$ cat src/histeq_pkg.sv
`timescale 1ns / 1ps
// ----------------------------------------------------------------------------
// Histogram equalizer package
// Shared widths, command codes and a helper function for the histogram
// equalizer and its divider.
// ----------------------------------------------------------------------------
package histeq_pkg;

    // Histogram geometry and field widths.
    localparam int NUM_BINS   = 256;
    localparam int BIN_W      = $clog2(NUM_BINS);
    localparam int COUNT_W    = 24;
    localparam int COLOUR_W   = 24;
    localparam int VALUE_W    = 16;
    localparam int CMD_W      = 2;
    localparam int PROD_W     = COUNT_W + COLOUR_W;
    localparam int DIV_STEP_W = $clog2(COLOUR_W);

    // Command codes carried on the input channel.
    localparam logic [CMD_W-1:0] CMD_COUNT = 2'd0;
    localparam logic [CMD_W-1:0] CMD_MAP   = 2'd1;
    localparam logic [CMD_W-1:0] CMD_CLEAR = 2'd2;

    localparam logic [COUNT_W-1:0]  COUNT_MAX    = '1;
    localparam logic [COLOUR_W-1:0] COLOUR_RESET = '1;
    localparam logic [BIN_W-1:0]    LAST_BIN     = BIN_W'(NUM_BINS - 1);

    // Values beyond the last bin fall into the last bin.
    function automatic logic [BIN_W-1:0] clamp_bin(input logic [VALUE_W-1:0] value);
        logic [BIN_W-1:0] bin;
        if (value >= VALUE_W'(NUM_BINS)) begin
            bin = LAST_BIN;
        end else begin
            bin = value[BIN_W-1:0];
        end
        return bin;
    endfunction

endpackage

$ cat src/histeq_div.sv
`timescale 1ns / 1ps
// ----------------------------------------------------------------------------
// Histogram equalizer divider
// Restoring divider that produces one quotient bit per cycle. The quotient
// is known to fit COLOUR_W bits, so only that many steps are taken.
// ----------------------------------------------------------------------------
module histeq_div import histeq_pkg::*; (
    input  logic                aclk,
    input  logic                aresetn,
    input  logic                start,
    input  logic [PROD_W-1:0]   dividend,
    input  logic [COUNT_W-1:0]  divisor,
    output logic                done,
    output logic [COLOUR_W-1:0] quotient
);

    localparam logic [DIV_STEP_W-1:0] LAST_STEP = DIV_STEP_W'(COLOUR_W - 1);

    logic                  busy_reg, busy_next;
    logic [DIV_STEP_W-1:0] step_reg, step_next;
    logic [COUNT_W-1:0]    rem_reg, rem_next;
    logic [COLOUR_W-1:0]   dq_reg, dq_next;
    logic [COUNT_W-1:0]    dvs_reg, dvs_next;
    logic                  zero_reg, zero_next;

    logic [COUNT_W:0]      trial;
    logic [COUNT_W-1:0]    diff;
    logic                  fits;
    logic [COLOUR_W-1:0]   dq_shift;

    // One trial subtraction per cycle; when it fits, the difference is
    // below the divisor and needs only COUNT_W bits.
    always_comb begin
        trial    = {rem_reg, dq_reg[COLOUR_W-1]};
        diff     = trial[COUNT_W-1:0] - dvs_reg;
        fits     = (trial >= {1'b0, dvs_reg});
        dq_shift = {dq_reg[COLOUR_W-2:0], fits};
    end

    // The last step's quotient goes straight out; a zero divisor gives zero.
    assign done     = busy_reg && (step_reg == LAST_STEP);
    assign quotient = zero_reg ? '0 : dq_shift;

    // Next-state logic of the divider.
    always_comb begin
        busy_next = busy_reg;
        step_next = step_reg;
        rem_next  = rem_reg;
        dq_next   = dq_reg;
        dvs_next  = dvs_reg;
        zero_next = zero_reg;
        if (start) begin
            busy_next = 1'b1;
            step_next = '0;
            rem_next  = dividend[PROD_W-1:COLOUR_W];
            dq_next   = dividend[COLOUR_W-1:0];
            dvs_next  = divisor;
            zero_next = (divisor == '0);
        end else if (busy_reg) begin
            rem_next  = fits ? diff : trial[COUNT_W-1:0];
            dq_next   = dq_shift;
            step_next = step_reg + DIV_STEP_W'(1);
            if (done) begin
                busy_next = 1'b0;
            end
        end
    end

    // Control registers.
    always_ff @(posedge aclk) begin
        if (!aresetn) begin
            busy_reg <= 1'b0;
            step_reg <= '0;
        end else begin
            busy_reg <= busy_next;
            step_reg <= step_next;
        end
    end

    // Datapath registers.
    always_ff @(posedge aclk) begin
        rem_reg  <= rem_next;
        dq_reg   <= dq_next;
        dvs_reg  <= dvs_next;
        zero_reg <= zero_next;
    end

    // The partial remainder always stays below a nonzero divisor.
    a_rem_bound: assert property (@(posedge aclk) disable iff (!aresetn)
        busy_reg && !zero_reg |-> rem_reg < dvs_reg)
        else $error("divider remainder not below divisor");

endmodule
$ cat config.mk
export PLATFORM = sky130hd
export DESIGN_NAME = histeq_div
export DESIGN_NICKNAME = d
export VERILOG_FILES = /design/src/histeq_pkg.sv /design/src/histeq_div.sv
export SDC_FILE = /design/constraint.sdc
export NUM_CORES = 1
export LEC_CHECK = 0
export ABC_AREA = 1
export BUFFER_PORTS_ARGS = -buffer_cell sky130_fd_sc_hd__buf_2
export CAP_MARGIN = 20
export CORE_UTILIZATION = 42
export CTS_CLUSTER_DIAMETER = 200
export DETAILED_ROUTE_END_ITERATION = 12
export GPL_ROUTABILITY_DRIVEN = 0
export HOLD_SLACK_MARGIN = 0.12
export PLACE_DENSITY = 0.65
export SLEW_MARGIN = 5
export SYNTH_ARGS = -nofsm -noshare
export SYNTH_HDL_FRONTEND = slang
export SYNTH_SLANG_ARGS = --single-unit
$ cat constraint.sdc
create_clock -name aclk -period 7.1 [get_ports aclk]
set_input_delay 1.065 -clock aclk [delete_from_list [all_inputs] [get_ports aclk]]
set_output_delay 1.065 -clock aclk [all_outputs]
set_load 0.005 [all_outputs]
==> impl_metrics.json, run 1 <==
{
  "status": "finished, final reports clean",
  "drt_iter0_markers": 324,
  "path_common_cell": "nand2_1",
  "maxCapViolCount": 0,
  "ys_seq_area_share_pct": 42.0,
  "crit_path_start": "rem_reg[18]",
  "num-fill-cells": 1337,
  "synth_largest_area_cell": "edfxtp_1",
  "cts_tree": "done",
  "power.switching_uw": 645,
  "final_common_cell": "nand2_1",
  "finalMaxSlewViolations": 0,
  "fmax_ghz": 0.250,
  "synth_nets": 873,
  "critPathCaptureType": "output port",
  "wl_per_cell_um": 12.6,
  "insertion_delay_ns": 0.34,
  "dieArea_um2": 13600,
  "ys_async_sr_fraction_pct": 0,
  "arrival_ns": 2.94,
  "synth-seq-cells": 79,
  "clk_path_buf_depth": 2,
  "crit_chain": "ha_1, nand2_1, nor2_1, inv_2, nor3_2, nand3_2, nand3_4, nand2_1, inv_1, buf_2",
  "fin_crit_ns": 4.01,
  "drive_gt1_share_pct": 15.1,
  "syn_area_um2": 5510,
  "max_slew_margin_pct": 46.8,
  "slowest_stage": "nand3_4",
  "path_max_fanout": 26,
  "cts_sinks": 79,
  "final_cells": 1042,
  "synth_area_leaders": "edfxtp_1, nand2_1, inv_1",
  "cts_resized": 0,
  "rsz0062_at_grt": "no",
  "clk_pin_slew_ns": 0.06,
  "pwr-share-clk_pct": 25.9,
  "syn_avg_cell_area_um2": 7.13,
  "setup_violations": 0,
  "chipHeight_um": 116,
  "dp_hpwl_um": 10200,
  "io_pins": 100,
  "intPower_uw": 1100,
  "powerDensity_nw_per_um2": 271,
  "dp_slack_ns": 3.48,
  "fin_skew_ns": 0.00786,
  "vias_per_cell": 4.76,
  "ir_drop_mv": 0.146,
  "via_count": 4963,
  "setup_ws_ns": 3.09,
  "tns_ns": 0,
  "drc_errors": 0,
  "start_util_pct": 43.3,
  "worst-setup-path-type": "register to output port",
  "nNetsFinal": 966,
  "cts_buffers": 9,
  "syn-instance-count": 772,
  "synth_edf_count": 73,
  "grt_pass1_wl_um": 21900,
  "area_delta_synth_final_pct": 16.8,
  "yosysWarnings": 0,
  "antenna_found_initial": 0,
  "max_stage_delay_ns": 0.51,
  "grt_usage_pct": 21.2,
  "tightestPinTransition_ns": 0.798,
  "grt_pass1_vias": 4779,
  "leakage_uw": 0.00342,
  "hold_viol_final": 0,
  "antenna_cells": 0,
  "cp-start-kind": "register",
  "postCtsHoldBufs": 0,
  "antenna_left": 0,
  "dr.pass1.iters": 5,
  "port_buffers": 99,
  "combinationalPowerShare_pct": 38.7,
  "grt_start_max_net_pins": 84,
  "fp.dieW_um": 116,
  "swShare_pct": 37.0,
  "core-area_um2": 12700,
  "globalRoute.totalOverflow": 0,
  "std_cell_rows": 41,
  "min_path_type": "register to register",
  "wirelength_um": 13100,
  "required_ns": 6.03,
  "cts_htree_levels": 3,
  "min_from": "step_reg[0]",
  "synth_top_area_share_pct": 39.8,
  "post_cts_buffers": 0,
  "pwr-share-seq_pct": 35.4,
  "mostFrequentLayoutCells": "nand2_1, inv_1, buf_2, edfxtp_1, nor2_1",
  "ctsRootBufferMaster": "clkbuf_16",
  "yosysUniqueCellTypes": 30,
  "synth_flop_cell": "edfxtp_1",
  "period_share_pct": 56.4,
  "dp_cells": 1026,
  "timing.rr.start": "rem_reg[15]"
}
through the flow:
| step | area [um^2] | power [uW] | hold slack [ns] | utilization (%) |
|---|---|---|---|---|
| 6_report | 6430 | 1740 | 0.513 | 50.6 |
| 3_3_place_gp | 6140 | 1290 | 0.492 | 48.3 |
| 5_1_grt | 6430 | 1880 | 0.524 | 50.6 |
| 2_1_floorplan | 5510 | 1130 | 0.470 | - |
| 4_1_cts | 6430 | 1750 | 0.511 | 50.6 |
| 3_5_place_dp | 6140 | 1290 | 0.501 | 48.3 |
Yosys cell counts, drive strengths merged (6+ instances only):
cell type / n
nand2: 280
inv: 158
edfxtp: 73
nor2: 60
nand3: 47
nand4: 29
ha: 25
o21ai: 24
a21oi: 14
clkbuf: 12
nor3: 9
xnor2: 9
buf: 8
dfxtp: 6
nand3b: 6
nor4: 6
power groups by stage:
stage	clock [uW]	combinational, uW	sequential [uW]
2_1_floorplan	0	507	618
4_1_cts	461	672	617
6_report	452	674	616
5_1_grt	483	775	624
3_5_place_dp	0	668	626
3_3_place_gp	0	667	623
layer usage:
metal | global-route usage, % | wire length [um]
met1 | 27.4 | 5990
met2 | 35.1 | 6120
met3 | 5.09 | 802
met4 | 6.32 | 174
met5 | 0 | 0
logic make-up (layout without fill, tap and decap cells):
| logic type | after synthesis | count (layout) | synth area share (%) |
|---|---|---|---|
| AND/OR/NAND/NOR | 438 | 438 | 33.8 |
| buffers and inverters | 179 | 277 | 12.6 |
| flip-flops | 79 | 79 | 42.0 |
| AO/OA/AOI/OAI | 41 | 41 | 4.09 |
| adder cells (fa/ha/maj) | 26 | 26 | 6.05 |
| XOR/XNOR | 9 | 9 | 1.43 |
critical path: cells and delay by family, from the launching register on:
family,cells,cell delay [ns]
buf+inv,3,0.22
flops,1,0.39
fa+ha+maj,1,0.42
simple gates,6,1.55
area by class of cell:
type / count / area [um^2] / area share (%)
timing repair buffer: 102 / 518 / 8.05
clock inverter: 7 / 63.8 / 0.992
tap: 172 / 215 / 3.35
sequential: 79 / 2310 / 35.9
inverter: 159 / 597 / 9.28
multi-input combinational: 514 / 2500 / 38.9
clock buffer: 9 / 225 / 3.50
path summary, 6_finish.rpt:
path	slack, ns	end	cells after the start
worst max-delay path	3.09	quotient[0]	10
worst max register to register	4.15	rem_reg[21]	11
worst min-delay path	0.51	step_reg[0]	2
worst min register to register	0.51	step_reg[0]	2
Note: power is estimated with default switching activity, not from simulation.
==> run 2, diff against run 1 <==
Settings changed: PLACE_DENSITY 0.65 to 0.67.
Clock period 7.1 ns to 3.5 ns, I/O delays scaled along.
==> run 2 against run 1 <==
Effect of this change: worst setup slack worse by 2.4 ns; clock-buffer cell count is 5 higher; highest routed layer unchanged; critical path type unchanged; sequential cell count unchanged; total power grew 100%; non-clock buffer count grew 4.
==> impl_metrics.json, run 2 (synthesis results as in run 1) <==
{
  "status": "finished, final reports clean",
  "dr.pass1.iters": 5,
  "mostFrequentLayoutCells": "nand2_1, inv_1, buf_2, edfxtp_1, nor2_1",
  "dieArea_um2": 13600,
  "tns_ns": 0,
  "ctsRootBufferMaster": "clkbuf_16",
  "path_max_fanout": 13,
  "grt_usage_pct": 21.5,
  "tightestPinTransition_ns": 0.901,
  "dp_cells": 1030,
  "drive_gt1_share_pct": 15.4,
  "fin_crit_ns": 2.83,
  "min_path_type": "input port to register",
  "antenna_left": 0,
  "required_ns": 2.97,
  "fmax_ghz": 0.353,
  "powerDensity_nw_per_um2": 551,
  "grt_pass1_vias": 4623,
  "leakage_uw": 0.00344,
  "critPathCaptureType": "output port",
  "dp_hpwl_um": 10200,
  "core-area_um2": 12700,
  "maxCapViolCount": 0,
  "worst-setup-path-type": "register to output port",
  "crit_chain": "ha_1, nand2_1, nor2_1, nand3_1, nand3_1, nand2_2, nand3_4, nand2_1, inv_1, buf_2",
  "drt_iter0_markers": 248,
  "timing.rr.start": "rem_reg[7]",
  "rsz0062_at_grt": "no",
  "post_cts_buffers": 0,
  "drc_errors": 0,
  "antenna_cells": 0,
  "hold_viol_final": 0,
  "ir_drop_mv": 0.299,
  "via_count": 5020,
  "std_cell_rows": 41,
  "vias_per_cell": 4.80,
  "area_delta_synth_final_pct": 17.5,
  "cts_buffers": 9,
  "num-fill-cells": 1343,
  "finalMaxSlewViolations": 0,
  "chipHeight_um": 116,
  "clk_pin_slew_ns": 0.06,
  "clk_path_buf_depth": 2,
  "insertion_delay_ns": 0.34,
  "cts_resized": 0,
  "period_share_pct": 81.0,
  "io_pins": 100,
  "cts_tree": "done",
  "slowest_stage": "edfxtp_1",
  "fin_skew_ns": 0.00930,
  "start_util_pct": 43.3,
  "fp.dieW_um": 116,
  "min_from": "divisor[4]",
  "final_cells": 1046,
  "wirelength_um": 13400,
  "setup_violations": 0,
  "cts_sinks": 79,
  "grt_start_max_net_pins": 98,
  "antenna_found_initial": 0,
  "crit_path_start": "rem_reg[7]",
  "globalRoute.totalOverflow": 0,
  "nNetsFinal": 970,
  "final_common_cell": "nand2_1",
  "cp-start-kind": "register",
  "wl_per_cell_um": 12.8,
  "max_stage_delay_ns": 0.43,
  "arrival_ns": 2.31,
  "cts_htree_levels": 3,
  "max_slew_margin_pct": 39.9,
  "port_buffers": 99,
  "postCtsHoldBufs": 0,
  "grt_pass1_wl_um": 22100
}
run 2: cell count changes in the layout (fill, tap and decap cells not counted):
| cell | before | now |
|---|---|---|
| clkinvlp_4 | 1 | 0 |
| bufinv_16 | 1 | 0 |
| clkbuf_16 | 9 | 10 |
| inv_4 | 0 | 1 |
| buf_4 | 3 | 7 |
| clkinv_1 | 3 | 1 |
| clkinv_2 | 2 | 1 |
| clkbuf_8 | 0 | 2 |
| clkinv_4 | 1 | 0 |
| clkbuf_1 | 0 | 2 |
run 2: through the flow:
step           total power [uW]  util [%]  worst slack [ns]  hold slack [ns]  area [um^2]
2_1_floorplan              2280         -             0.992            0.470         5510
3_3_place_gp               2630      48.5              1.03            0.489         6170
3_5_place_dp               2640      48.5              1.03            0.496         6170
4_1_cts                    3570      50.9             0.667            0.366         6470
5_1_grt                    3830      50.9             0.505            0.367         6470
6_report                   3560      50.9             0.666            0.377         6470
run 2: layout make-up:
| cell class | instances | area [um^2] | area share (%) |
|---|---|---|---|
| clock inverters | 2 | 11.3 | 0.174 |
| inverters | 159 | 597 | 9.22 |
| well taps | 172 | 215 | 3.33 |
| multi-input cells | 514 | 2500 | 38.7 |
| clock buffers | 14 | 285 | 4.41 |
| repair buffers | 106 | 548 | 8.47 |
| flip-flops and latches | 79 | 2310 | 35.7 |
run 2: power breakdown:
group / switching [uW] / internal [uW]
combinational: 892 / 496
clock: 360 / 562
sequential: 59.1 / 1190
total: 1310 / 2250
run 2: final timing paths:
kind	endpoint	slack, ns	depth (start not counted)
worst min register to register	step_reg[1]	0.51	2
worst max register to register	rem_reg[13]	1.06	11
worst max-delay path	quotient[0]	0.67	10
worst min-delay path	dvs_reg[4]	0.38	1
run 2: metal layers:
metal	share of wire [%]	vias to the layer above	track usage, %
li1	-	2626	-
met1	44	2246	28.2
met5	0	-	0
met4	1.7	0	5.90
met3	6.5	18	4.77
met2	47	130	35.5
run 2: critical path, delay by kind of cell (launching register included):
| family | cells | cell delay (ns) |
|---|---|---|
| buffers and inverters | 2 | 0.16 |
| AND/OR/NAND/NOR | 7 | 1.00 |
| adder cells (fa/ha/maj) | 1 | 0.38 |
| flip-flops | 1 | 0.43 |
